--- config.mk ---
export PLATFORM = sky130hd
export DESIGN_NAME = i2c_master_byte_engine
export DESIGN_NICKNAME = d
export VERILOG_FILES = /design/src/hw/rtl/i2cme_pkg.sv /design/src/hw/rtl/i2cme_front.sv /design/src/hw/rtl/i2cme_back.sv /design/src/hw/rtl/i2c_master_byte_engine.sv
export SDC_FILE = /design/constraint.sdc
export NUM_CORES = 1
export LEC_CHECK = 0
export ABC_AREA = 1
export BUFFER_PORTS_ARGS = -buffer_cell sky130_fd_sc_hd__buf_2
export CAP_MARGIN = 20
export CORE_ASPECT_RATIO = 0.8
export CORE_UTILIZATION = 45
export CTS_BUF_LIST = sky130_fd_sc_hd__clkbuf_8
export DETAILED_ROUTE_END_ITERATION = 6
export HOLD_SLACK_MARGIN = 0.12
export SLEW_MARGIN = 20
export SYNTH_ARGS = -nofsm -noshare
export SYNTH_HDL_FRONTEND = slang
export SYNTH_SLANG_ARGS = --single-unit
export TNS_END_PERCENT = 5
--- constraint.sdc ---
create_clock -name clk_i -period 5.2 [get_ports clk_i]
set_clock_uncertainty 0.2 [all_clocks]
set_input_delay 1.3 -clock clk_i [delete_from_list [all_inputs] [get_ports clk_i]]
set_output_delay 1.3 -clock clk_i [all_outputs]
set_load 0.05 [all_outputs]
--- src/hw/rtl/i2cme_pkg.sv ---
// ----------------------------------------------------------------------------
// I2C master byte engine package
// Command codes, engine phases, queue item and engine state types, and the
// phase entry and segment advance functions.
// ----------------------------------------------------------------------------
package i2cme_pkg;

  typedef enum logic [2:0] {
    OP_IDLE  = 3'd0,
    OP_START = 3'd1,
    OP_STOP  = 3'd2,
    OP_WRITE = 3'd3,
    OP_READ  = 3'd4,
    OP_PROBE = 3'd5
  } i2cme_op_e;

  typedef enum logic [3:0] {
    PH_IDLE    = 4'd0,
    PH_ST_A    = 4'd1,
    PH_ST_B    = 4'd2,
    PH_SP_A    = 4'd3,
    PH_SP_B    = 4'd4,
    PH_WR_SET  = 4'd5,
    PH_WR_HI   = 4'd6,
    PH_WR_LO   = 4'd7,
    PH_AK_REL  = 4'd8,
    PH_AK_HI   = 4'd9,
    PH_AK_POLL = 4'd10,
    PH_RD_LO   = 4'd11,
    PH_RD_HI   = 4'd12,
    PH_RA_LO   = 4'd13,
    PH_RA_HI   = 4'd14
  } i2cme_phase_e;

  localparam logic [3:0] BitsPerByte = 4'd8;
  localparam logic [7:0] MsbMask     = 8'h80;

  localparam logic [0:0] CfgHalfPeriod = 1'b0;
  localparam logic [0:0] CfgAckTimeout = 1'b1;

  localparam logic [15:0] HalfPeriodRst = 16'd100;
  localparam logic [7:0]  AckTimeoutRst = 8'd250;

  typedef struct packed {
    i2cme_op_e  op;
    logic [7:0] data;
    logic       ack;
    logic       sda;
  } i2cme_cmd_t;

  typedef struct packed {
    i2cme_phase_e phase;
    logic [3:0]   bit_index;
    logic [7:0]   shift_byte;
    logic [15:0]  tick_count;
    logic [7:0]   timeout_count;
    logic         scl_level;
    logic         sda_low;
    logic         pending_ack;
    logic         probe_mode;
    logic         nack_flag;
    logic [7:0]   read_reg;
    logic         done;
  } i2cme_state_t;

  function automatic i2cme_state_t enter_phase(i2cme_state_t s, i2cme_phase_e p);
    i2cme_state_t r;
    r = s;
    r.phase = p;
    r.tick_count = '0;
    unique case (p)
      PH_ST_A: begin
        r.scl_level = 1'b1;
        r.sda_low   = 1'b0;
      end
      PH_ST_B: r.sda_low = 1'b1;
      PH_SP_A: begin
        r.scl_level = 1'b0;
        r.sda_low   = 1'b1;
      end
      PH_SP_B: begin
        r.scl_level = 1'b1;
        r.sda_low   = 1'b0;
      end
      PH_WR_SET: begin
        r.scl_level = 1'b0;
        r.sda_low   = ((r.shift_byte & MsbMask) == 8'h00);
      end
      PH_WR_HI: r.scl_level = 1'b1;
      PH_WR_LO: r.scl_level = 1'b0;
      PH_AK_REL: begin
        r.scl_level     = 1'b0;
        r.sda_low       = 1'b0;
        r.timeout_count = '0;
      end
      PH_AK_HI: r.scl_level = 1'b1;
      PH_RD_LO: begin
        r.scl_level = 1'b0;
        r.sda_low   = 1'b0;
      end
      PH_RD_HI: r.scl_level = 1'b1;
      PH_RA_LO: begin
        r.scl_level = 1'b0;
        r.sda_low   = r.pending_ack;
      end
      PH_RA_HI: r.scl_level = 1'b1;
      default: ;
    endcase
    return r;
  endfunction

  function automatic i2cme_state_t finish_cmd(i2cme_state_t s);
    i2cme_state_t r;
    r = s;
    r.phase = PH_IDLE;
    r.tick_count = '0;
    r.done = 1'b1;
    return r;
  endfunction

  // end of a segment
  function automatic i2cme_state_t advance(i2cme_state_t s, logic sda);
    i2cme_state_t r;
    r = s;
    unique case (s.phase)
      PH_ST_A: r = enter_phase(r, PH_ST_B);
      PH_ST_B: begin
        r.scl_level = 1'b0;
        if (r.probe_mode) begin
          r = enter_phase(r, PH_WR_SET);
        end else begin
          r = finish_cmd(r);
        end
      end
      PH_SP_A:   r = enter_phase(r, PH_SP_B);
      PH_SP_B:   r = finish_cmd(r);
      PH_WR_SET: r = enter_phase(r, PH_WR_HI);
      PH_WR_HI:  r = enter_phase(r, PH_WR_LO);
      PH_WR_LO: begin
        r.shift_byte = {r.shift_byte[6:0], 1'b0};
        r.bit_index  = r.bit_index + 4'd1;
        if (r.bit_index < BitsPerByte) begin
          r = enter_phase(r, PH_WR_SET);
        end else begin
          r = enter_phase(r, PH_AK_REL);
        end
      end
      PH_AK_REL: r = enter_phase(r, PH_AK_HI);
      PH_AK_HI:  r = enter_phase(r, PH_AK_POLL);
      PH_RD_LO:  r = enter_phase(r, PH_RD_HI);
      PH_RD_HI: begin
        r.shift_byte = {r.shift_byte[6:0], sda};
        r.bit_index  = r.bit_index + 4'd1;
        if (r.bit_index < BitsPerByte) begin
          r = enter_phase(r, PH_RD_LO);
        end else begin
          r.read_reg = r.shift_byte;
          r = enter_phase(r, PH_RA_LO);
        end
      end
      PH_RA_LO: r = enter_phase(r, PH_RA_HI);
      PH_RA_HI: begin
        r.scl_level = 1'b0;
        r = finish_cmd(r);
      end
      default: r = finish_cmd(r);
    endcase
    return r;
  endfunction

endpackage

--- src/hw/rtl/i2cme_front.sv ---
// ----------------------------------------------------------------------------
// I2C master byte engine front end
// Accepts input ticks, maps the operation to a command code and queues the
// tick for the engine.
// ----------------------------------------------------------------------------
module i2cme_front
  import i2cme_pkg::*;
(
  input  logic       clk_i,
  input  logic       rst_ni,
  input  logic       in_valid_i,
  output logic       in_stall_o,
  input  logic [2:0] operation_i,
  input  logic [7:0] data_byte_i,
  input  logic       ack_after_read_i,
  input  logic       sda_in_i,
  output logic       cmd_valid_o,
  output i2cme_cmd_t cmd_o,
  input  logic       cmd_pop_i
);

  localparam int unsigned QDepth = 2;
  localparam int unsigned PtrW   = $clog2(QDepth);
  localparam int unsigned CntW   = $clog2(QDepth + 1);

  i2cme_cmd_t          queue_q [QDepth];
  logic [PtrW-1:0]     wr_ptr_q, wr_ptr_d;
  logic [PtrW-1:0]     rd_ptr_q, rd_ptr_d;
  logic [CntW-1:0]     count_q, count_d;
  logic                push;
  i2cme_cmd_t          item;

  always_comb begin
    item.data = data_byte_i;
    item.ack  = ack_after_read_i;
    item.sda  = sda_in_i;
    unique case (operation_i)
      OP_START: item.op = OP_START;
      OP_STOP:  item.op = OP_STOP;
      OP_WRITE: item.op = OP_WRITE;
      OP_READ:  item.op = OP_READ;
      OP_PROBE: item.op = OP_PROBE;
      default:  item.op = OP_IDLE;
    endcase
  end

  assign in_stall_o  = (count_q == CntW'(QDepth));
  assign push        = in_valid_i && !in_stall_o;
  assign cmd_valid_o = (count_q != '0);
  assign cmd_o       = queue_q[rd_ptr_q];

  always_comb begin
    wr_ptr_d = wr_ptr_q;
    rd_ptr_d = rd_ptr_q;
    count_d  = count_q;
    if (push) begin
      wr_ptr_d = (wr_ptr_q == PtrW'(QDepth - 1)) ? '0 : wr_ptr_q + PtrW'(1);
    end
    if (cmd_pop_i) begin
      rd_ptr_d = (rd_ptr_q == PtrW'(QDepth - 1)) ? '0 : rd_ptr_q + PtrW'(1);
    end
    priority if (push && !cmd_pop_i) begin
      count_d = count_q + CntW'(1);
    end else if (!push && cmd_pop_i) begin
      count_d = count_q - CntW'(1);
    end else begin
      count_d = count_q;
    end
  end

  always_ff @(posedge clk_i or negedge rst_ni) begin
    if (!rst_ni) begin
      wr_ptr_q <= '0;
      rd_ptr_q <= '0;
      count_q  <= '0;
    end else begin
      wr_ptr_q <= wr_ptr_d;
      rd_ptr_q <= rd_ptr_d;
      count_q  <= count_d;
    end
  end

  always_ff @(posedge clk_i) begin
    if (push) begin
      queue_q[wr_ptr_q] <= item;
    end
  end

endmodule

--- src/hw/rtl/i2cme_back.sv ---
// ----------------------------------------------------------------------------
// I2C master byte engine back end
// Runs one engine tick per queued item, holds the configuration registers
// and registers the line levels and status for the output channel.
// ----------------------------------------------------------------------------
module i2cme_back
  import i2cme_pkg::*;
(
  input  logic        clk_i,
  input  logic        rst_ni,
  input  logic        cfg_we_i,
  input  logic [0:0]  cfg_idx_i,
  input  logic [15:0] cfg_wdata_i,
  input  logic        cmd_valid_i,
  input  i2cme_cmd_t  cmd_i,
  output logic        cmd_pop_o,
  output logic        out_valid_o,
  input  logic        out_stall_i,
  output logic        scl_out_o,
  output logic        sda_pull_low_o,
  output logic        busy_res_o,
  output logic        done_res_o,
  output logic [7:0]  read_data_o,
  output logic        nack_o
);

  logic [15:0]  half_period_q;
  logic [7:0]   ack_timeout_q;
  logic [15:0]  hp;
  i2cme_state_t state_q, state_d;
  logic         out_valid_q, out_valid_d;

  assign hp        = (half_period_q == '0) ? 16'd1 : half_period_q;
  assign cmd_pop_o = cmd_valid_i && (!out_valid_q || !out_stall_i);

  always_comb begin
    state_d = state_q;
    state_d.done = 1'b0;
    if (state_d.phase == PH_IDLE && cmd_i.op != OP_IDLE) begin
      state_d.probe_mode = 1'b0;
      state_d.bit_index  = '0;
      unique case (cmd_i.op)
        OP_START: state_d = enter_phase(state_d, PH_ST_A);
        OP_STOP:  state_d = enter_phase(state_d, PH_SP_A);
        OP_WRITE: begin
          state_d.nack_flag  = 1'b0;
          state_d.shift_byte = cmd_i.data;
          state_d = enter_phase(state_d, PH_WR_SET);
        end
        OP_READ: begin
          state_d.pending_ack = cmd_i.ack;
          state_d.shift_byte  = '0;
          state_d = enter_phase(state_d, PH_RD_LO);
        end
        default: begin
          state_d.nack_flag  = 1'b0;
          state_d.probe_mode = 1'b1;
          state_d.shift_byte = cmd_i.data;
          state_d = enter_phase(state_d, PH_ST_A);
        end
      endcase
    end

    priority if (state_d.phase == PH_AK_POLL) begin
      priority if (!cmd_i.sda) begin
        state_d.scl_level = 1'b0;
        if (state_d.probe_mode) begin
          state_d = enter_phase(state_d, PH_SP_A);
        end else begin
          state_d = finish_cmd(state_d);
        end
      end else if (state_d.timeout_count >= ack_timeout_q) begin
        state_d.nack_flag = 1'b1;
        state_d = enter_phase(state_d, PH_SP_A);
      end else begin
        state_d.timeout_count = state_d.timeout_count + 8'd1;
      end
    end else if (state_d.phase != PH_IDLE) begin
      state_d.tick_count = state_d.tick_count + 16'd1;
      if (state_d.tick_count >= hp) begin
        state_d = advance(state_d, cmd_i.sda);
      end
    end else begin
      state_d.tick_count = state_d.tick_count;
    end
  end

  always_comb begin
    priority if (cmd_pop_o) begin
      out_valid_d = 1'b1;
    end else if (!out_stall_i) begin
      out_valid_d = 1'b0;
    end else begin
      out_valid_d = out_valid_q;
    end
  end

  always_ff @(posedge clk_i or negedge rst_ni) begin
    if (!rst_ni) begin
      half_period_q <= HalfPeriodRst;
      ack_timeout_q <= AckTimeoutRst;
    end else if (cfg_we_i) begin
      unique case (cfg_idx_i)
        CfgHalfPeriod: half_period_q <= cfg_wdata_i;
        default:       ack_timeout_q <= cfg_wdata_i[7:0];
      endcase
    end
  end

  always_ff @(posedge clk_i or negedge rst_ni) begin
    if (!rst_ni) begin
      state_q.phase         <= PH_IDLE;
      state_q.bit_index     <= '0;
      state_q.shift_byte    <= '0;
      state_q.tick_count    <= '0;
      state_q.timeout_count <= '0;
      state_q.scl_level     <= 1'b1;
      state_q.sda_low       <= 1'b0;
      state_q.pending_ack   <= 1'b0;
      state_q.probe_mode    <= 1'b0;
      state_q.nack_flag     <= 1'b0;
      state_q.read_reg      <= '0;
      state_q.done          <= 1'b0;
      out_valid_q           <= 1'b0;
    end else begin
      out_valid_q <= out_valid_d;
      if (cmd_pop_o) begin
        state_q <= state_d;
      end
    end
  end

  assign out_valid_o    = out_valid_q;
  assign scl_out_o      = state_q.scl_level;
  assign sda_pull_low_o = state_q.sda_low;
  assign busy_res_o     = (state_q.phase != PH_IDLE);
  assign done_res_o     = state_q.done;
  assign read_data_o    = state_q.read_reg;
  assign nack_o         = state_q.nack_flag;

endmodule

--- src/hw/rtl/i2c_master_byte_engine.sv ---
// ----------------------------------------------------------------------------
// I2C master byte engine
// I2C master stepped once per input transfer: start, stop, write byte with
// ACK wait, read byte with ACK/NACK, device probe.
// ----------------------------------------------------------------------------
// Usage:
//   Input channel (in_valid_i / in_stall_o): one transfer is one engine tick,
//   carrying an optional command plus the sampled SDA level.
//   Output channel (out_valid_o / out_stall_i): exactly one result transfer per
//   input transfer, in order: SCL level, SDA pull-low, busy, done pulse, last
//   read byte and NACK flag after that tick.
//   Path: an accepted input is written into the queue, then taken by the
//   engine update into the output register; an output stall can hold it between.
//   Throughput: one tick per cycle while the output is not stalled.
//   Config: cfg_we_i writes register cfg_idx_i (0 half period ticks,
//   1 ACK timeout count); write only with no transfer in flight.
//   Reset: engine idle, SCL released, SDA released, half period 100, ACK
//   timeout 250, queue and output empty.
//   Output stall: the result holds; the two-entry queue keeps taking input
//   until full, then in_stall_o rises.
// ----------------------------------------------------------------------------
module i2c_master_byte_engine
  import i2cme_pkg::*;
(
  input  logic        clk_i,
  input  logic        rst_ni,
  input  logic        cfg_we_i,
  input  logic [0:0]  cfg_idx_i,
  input  logic [15:0] cfg_wdata_i,
  input  logic        in_valid_i,
  output logic        in_stall_o,
  input  logic [2:0]  operation_i,
  input  logic [7:0]  data_byte_i,
  input  logic        ack_after_read_i,
  input  logic        sda_in_i,
  output logic        out_valid_o,
  input  logic        out_stall_i,
  output logic        scl_out_o,
  output logic        sda_pull_low_o,
  output logic        busy_res_o,
  output logic        done_res_o,
  output logic [7:0]  read_data_o,
  output logic        nack_o
);

  logic       cmd_valid;
  logic       cmd_pop;
  i2cme_cmd_t cmd;

  i2cme_front u_front (
    .clk_i            (clk_i),
    .rst_ni           (rst_ni),
    .in_valid_i       (in_valid_i),
    .in_stall_o       (in_stall_o),
    .operation_i      (operation_i),
    .data_byte_i      (data_byte_i),
    .ack_after_read_i (ack_after_read_i),
    .sda_in_i         (sda_in_i),
    .cmd_valid_o      (cmd_valid),
    .cmd_o            (cmd),
    .cmd_pop_i        (cmd_pop)
  );

  i2cme_back u_back (
    .clk_i          (clk_i),
    .rst_ni         (rst_ni),
    .cfg_we_i       (cfg_we_i),
    .cfg_idx_i      (cfg_idx_i),
    .cfg_wdata_i    (cfg_wdata_i),
    .cmd_valid_i    (cmd_valid),
    .cmd_i          (cmd),
    .cmd_pop_o      (cmd_pop),
    .out_valid_o    (out_valid_o),
    .out_stall_i    (out_stall_i),
    .scl_out_o      (scl_out_o),
    .sda_pull_low_o (sda_pull_low_o),
    .busy_res_o     (busy_res_o),
    .done_res_o     (done_res_o),
    .read_data_o    (read_data_o),
    .nack_o         (nack_o)
  );

endmodule

After elaboration in Yosys (flattened, before gate mapping)
Memory sizes are Yosys's and may differ from the RTL's.
Index checks and enable logic that the tools add are counted.
Word-level totals
  memory bits (writable): 26
  bits of input ports: 35
  logic and storage cells: 103
  register bits after elaboration: 83
  output and inout port bits: 15
  memories: 1
Cells by class
  add/sub/neg operators: 7
  bitwise operators: 1
  mux-type cells: 26
  magnitude comparators: 3
  equality and inequality tests: 24
  reductions and logical operators: 23
Memories
  u_front.queue_q: words 2, bits a word 13, rd ports 1, clocked after Yosys merged registers in 0, write ports 1, line i2cme_front.sv:26  | i2cme_cmd_t queue_q [QDepth];
Operators by type and width (count)
  54-bit one-hot mux with 12 select lines: 1
  54-bit 2-to-1 mux: 5
  54-bit one-hot mux with 4 select lines: 1
  53-bit 2-to-1 mux: 2
  52-bit 2-to-1 mux: 1
  16-bit 2-to-1 mux: 3
  32-bit 2-to-1 mux: 1
  4-bit == test, second input constant: 7
  8-bit logical NOT: 3
  22-bit 2-to-1 mux: 1
  16-bit by 1-bit adder with 16-bit output, second input constant: 1
  16-bit >= comparator: 1
  16-bit logical NOT: 1
  3-bit one-hot mux with 5 select lines: 1
  14-bit 2-to-1 mux: 1
  3-bit by 2-bit == test with 1-bit output, second input constant: 4
  4-bit by 3-bit == test with 1-bit output, second input constant: 3
  3-bit == test, second input constant: 3
  8-bit by 1-bit adder with 8-bit output, second input constant: 1
  4-bit by 2-bit == test with 1-bit output, second input constant: 2
  8-bit >= comparator: 1
  8-bit 2-to-1 mux: 1
  4-bit nonzero test: 2
  3-bit by 1-bit == test with 1-bit output, second input constant: 2
  other kinds (18): 35

Logic depth before layout (Yosys ltp)
An unclocked memory read counts as a cell.
  word-level depth: 11
  depth in mapped cells: 36
  gate-level depth less buffers: 30

Modules after synthesis
Synthesis repeated with hierarchy kept, for this count alone.
Second synthesis, totals
  cell total of the unflattened synthesis: 932
  area total of the unflattened synthesis: 7178.1 µm²
By module, submodules not included
  i2cme_back: area each 5999.5 µm², sequential area each 1989.4 µm², cells each 858, instances 1
  i2cme_front: area each 1178.6 µm², sequential area each 880.8 µm², cells each 74, instances 1

Least setup slack after synthesis
No wires, ideal clock.
  path kind: register to register
  start: register u_back.state_q[51] (netlist name)
  end: register u_back.state_q (netlist bit u_back.read_data_o[1])
  required time: 4.868 ns
  period minus slack after synthesis: 4.481 ns
  buffers on the path: 6
  stages on the path, launching flop included: 33
  setup time: 0.132 ns
  arrival: 4.150 ns
  slack: 0.719 ns
  path through: dfrtp_1 inv_2 nand4_4 inv_2 nand2_4 buf_8 inv_4 buf_6 buf_2 nor2_1 ha_1 inv_1 nor3_2 and2_1 buf_4 nand4_4 nor2_4 nand2_1 nand2_1 nand2_1 inv_1 ha_1 nand4_1 nor2_1 nand3_1 nand3_1 clkbuf_1 nand2_1 inv_1 nand2_1 buf_2 nand2_1 o31ai_1
Between the ends
  longest elaborated chain between the ends: 10
  elaborated cells between the ends (all ways): 31
  classes of those cells: add/sub: 2; order compare: 2; eq/ne: 13; mux: 11; reduce/logical: 3
Ends and longest elaborated chain
  from (decl): line i2cme_back.sv:30  | i2cme_state_t state_q, state_d;
  from (signal assigned): line i2cme_back.sv:128  | state_q <= state_d;
  4-bit logical NOT: line i2cme_back.sv:39  | if (state_d.phase == PH_IDLE && cmd_i.op != OP_IDLE) begin
  1-bit logical AND: line i2cme_back.sv:39
  54-bit 2-to-1 mux (*): line i2cme_back.sv:39
  branches (longest 6 deep; another with 16-bit by 1-bit adder with 16-bit output)
  54-bit 2-to-1 mux (*): line i2cme_back.sv:64  | priority if (state_d.phase == PH_AK_POLL) begin
Mark *: on every way between the ends.
A chain may end at the register's enable or synchronous reset.

Worst setup path in the final report
  start: register u_front.rd_ptr_q
  end: register u_back.state_q[14] (netlist name)
Between the ends
  longest elaborated chain between the ends: 11
  elaborated cells between the ends (all ways): 39
  classes of those cells: add/sub: 3; order compare: 3; eq/ne: 17; mux: 12; reduce/logical: 3; memory: 1
Ends and longest elaborated chain
  from (decl): line i2cme_front.sv:28  | logic [PtrW-1:0] rd_ptr_q, rd_ptr_d;
  from (signal assigned): line i2cme_front.sv:78  | rd_ptr_q <= rd_ptr_d;
  memory 2 x 13 bit (*)
  branches (longest 9 deep; another with 16-bit by 1-bit adder with 16-bit output)
  54-bit 2-to-1 mux (*): line i2cme_back.sv:64
Marked as above.

==> summary.txt <==
Hold path
  • Origin of the worst min-delay path: u_back.read_data_o[6]
  • Class of the worst hold path: flop to flop
  • Hold-critical path depth: 2
  • Hold worst-path end: u_back.read_data_o[6]

Floorplanning
  • # rows: 40
  • Core outline area: 15260 µm²
  • Number of ports placed on the die boundary: 50
  • Die height: 114.8 µm
  • Area enclosed by the die boundary: 16420 µm²
  • Initial Util: 46.91%
  • X dimension of the die: 143.0 µm

Routing
  • Overall via count from detail_route: 6094
  • Remaining antenna violation count after routing: 0
  • Initial DRT Pass Iterations: 5
  • Avg WL per Cell: 14.27 µm
  • Residual DRC: 0
  • Routed wire length: 17080 µm
  • Number of vias per cell after detailed routing: 5.091
  • Detailed router's first-iteration violation count: 518

STA
  • FMAX: 215.0 MHz
  • Final hold violations: 0
  • Final setup violation count: 0
  • Final-layout setup total negative slack: 0 ns
  • Slew at the pin closest to its max-slew limit: 0.9384 ns
  • Unrepaired setup endpoints after global routing: no
  • Number of max-slew violations in the final report: 0
  • Relative slew slack: 37.29%
  • Period utilisation layout: 89.46%
  • Fin crit period: 4.652 ns

Layout
  • Final non-filler cell total: 1197
  • Fill count: 1520
  • Leading cell types in the layout, fill and taps excluded: 266 x nand2_1, 113 x inv_1, 89 x nor2_1
  • Proportion of layout cells with a drive suffix above 1: 15.81%
  • Cell area after layout: 7747 µm²
  • Area growth syn-to-layout: 8.195%
  • Leading cell type in the layout, fill and taps excluded: nand2_1
  • Antenna cells: 0
  • Fin nets: 1047

Setup path
  • Worst reg-to-reg setup slack: 0.55 ns
  • Data arrival time at the worst-slack endpoint: 4.75 ns
  • Destination of the worst register-to-register timing path: u_back.state_q[14]
  • CP Data Required Time: 5.30 ns
  • Worst Reg-to-Reg Cells: 27
  • CP Class: flop to flop
  • Crit-path max FO: 17
  • Type of destination of the critical path: flop
  • Element type at the critical path start: flop
  • R2r startpoint: u_front.rd_ptr_q

Pwr
  • Leakage: 3.939 nW
  • Largest voltage drop on the vdd net: 0.0003259 V
  • Overall power: 3.895 mW
  • Pwr Density: 502.7 nW/µm²

Logic synthesis
  • Number of warning messages in the yosys log: 0
  • Top flip-flop cell by instance count after synthesis: dfrtp_1
  • Synthesized netlist net count: 1013
  • Sequential share of the synthesized area: 40.08%
  • Cell count after synthesis: 948
  • Average footprint of a synthesized cell: 7.553 µm²
  • Post-synthesis cell area: 7161 µm²
  • Count of cell types in the netlist: 51
  • Count of state elements after synthesis: 109
  • Share of flip-flops with an asynchronous set or reset after synthesis: 76.15%
  • Post-synth EDFFs: 26

Placed design
  • Final weighted congestion of routability-driven global placement: 0.8890
  • Count of placed standard cells including taps: 1181
  • Placed instance area: 7528 µm²
  • DP Wirelength: 12750 µm
  • Count of input and output buffers: 49

Clocking
  • Num CTS Buffers: 9
  • Root buffer cell: clkbuf_8
  • Buffer levels on the longest clock path: 2
  • TritonCTS Sinks: 109
  • Clock tree from TritonCTS: done
  • Skew-Pair Late Insertion Delay: 0.42 ns
  • Clock transition at the registers of the reported paths: 0.12 ns
  • Maximum level of the CTS H-tree: 3
  • Number of setup buffers added after CTS: 0

Global route
  • Global routing's busiest layer: met1
  • Antenna violations before repair: 0
  • Via count of the first global-routing pass: 5536
  • Global-route wire length before repair: 28100 µm
  • Met3 layer usage reported by global route: 4.915%
  • Met2 global-route usage: 31.19%
  • All-Layer GR Usage: 22.47%
  • Met1 Resource Use GR: 34.39%
  • Maximum number of pins on one net before global-route repair: 66
  • GR Overflow Total: 0

Run status
  • Run status: completed

Flow run
  • # Max-Cap Violations: 0
## metal layers
layer / wire length [µm] / part of all wire (%)
met5: 0 / 0
met4: 223 / 1.3
met3: 1013 / 5.9
met2: 6787 / 40
met1: 9058 / 53
## layout make-up
cell class | instances | area, µm² | area share, %
clock buffers | 9 | 123.9 | 1.599
clock inverters | 7 | 82.58 | 1.066
inverters | 127 | 481.7 | 6.218
multi-input cells | 679 | 3625 | 46.79
flip-flops and latches | 109 | 2872 | 37.06
well taps | 210 | 262.8 | 3.391
repair buffers | 56 | 300.3 | 3.876
## sequential cells by signal (all words and copies together) (netlist names), 2 cells and up
name,count
u_back.ack_timeout_q,8
u_back.half_period_q,16
u_back.state_q,42
u_front.count_q,2
u_back.read_data_o,8
u_front.queue_q,26
## per-stage QoR
stage                     hold slack, ns  utilization, %  setup WS (ns)
after floorplan                   0.2492               -         0.7187
after global placement            0.2666           49.25         0.4218
after detailed placement          0.2641           49.32         0.2553
after CTS                         0.2942           50.67         0.2266
after global routing              0.3120           50.75        0.05842
final                             0.2876           50.75         0.5483
## synthesized netlist by cell type, drive strengths merged (5+ instances only)
master    n  area share, %
xor2     15            1.8
o21ai    73            5.1
inv     126            6.7
a31oi     5           0.65
nand2   289             17
nor2    109            6.9
dfrtp    73             26
ha       30            5.2
nor3     13            1.5
o211ai    6           0.63
a22oi     5           0.52
clkbuf   12           0.63
nand3    52            4.1
edfxtp   26             11
nand4    15            1.7
dfstp    10            3.7
a21oi    45            3.2
buf      21            2.2
## worst max-delay path: stages, from the launching register on
cell,delay (ns)
dfrtp_2,0.56
inv_4,0.19
nand2_1,0.07
nand2_1,0.13
nand3_1,0.13
nand2_4,0.20
nand2_2,0.10
inv_1,0.12
ha_1,0.15
inv_1,0.06
nor3_2,0.19
and2_2,0.25
nand4_4,0.11
nor2_4,0.12
nand2_1,0.06
nand2_1,0.09
inv_1,0.05
ha_1,0.27
nand4_1,0.11
nor2_1,0.18
nand3_1,0.16
nand3_1,0.21
buf_4,0.19
a21oi_1,0.08
nor3_2,0.18
nand3_4,0.21
nand2_1,0.10
o21ai_1,0.06
## what timing repair did
item                       CTS  global route
setup endpoints to repair    0            18
resized for setup            0             4
hold buffers                 0             0
## power breakdown
group	switching, mW	internal (mW)	total [mW]
registers	0.136	1.10	1.23
clock network	0.355	0.197	0.552
logic	1.49	0.626	2.11
total	1.98	1.92	3.89
## worst max path at each step
stage,startpoint,cells past startpoint,endpoint,slack [ns]
final,u_front.rd_ptr_q,27,u_back.state_q[14],0.55
after global routing,u_front.rd_ptr_q,27,u_back.state_q[14],0.06
after CTS,u_front.rd_ptr_q,27,u_back.state_q[14],0.23
after detailed placement,u_front.rd_ptr_q,27,u_back.state_q[19],0.26
after global placement,u_front.rd_ptr_q,27,u_back.state_q[16],0.42
after floorplan,u_back.state_q[51],32,u_back.read_data_o[1],0.72
## cell families after synthesis
group                    after synthesis  share of synthesized area [%]
multiplexers                           3                         0.4194
XOR/XNOR                              18                          2.202
flip-flops                           109                          40.08
AND/OR/NAND/NOR                      485                          31.45
adder cells (fa/ha/maj)               30                          5.242
AO/OA/AOI/OAI                        143                          11.06
buffers and inverters                160                          9.540
Power figures use the tool's default switching activity.
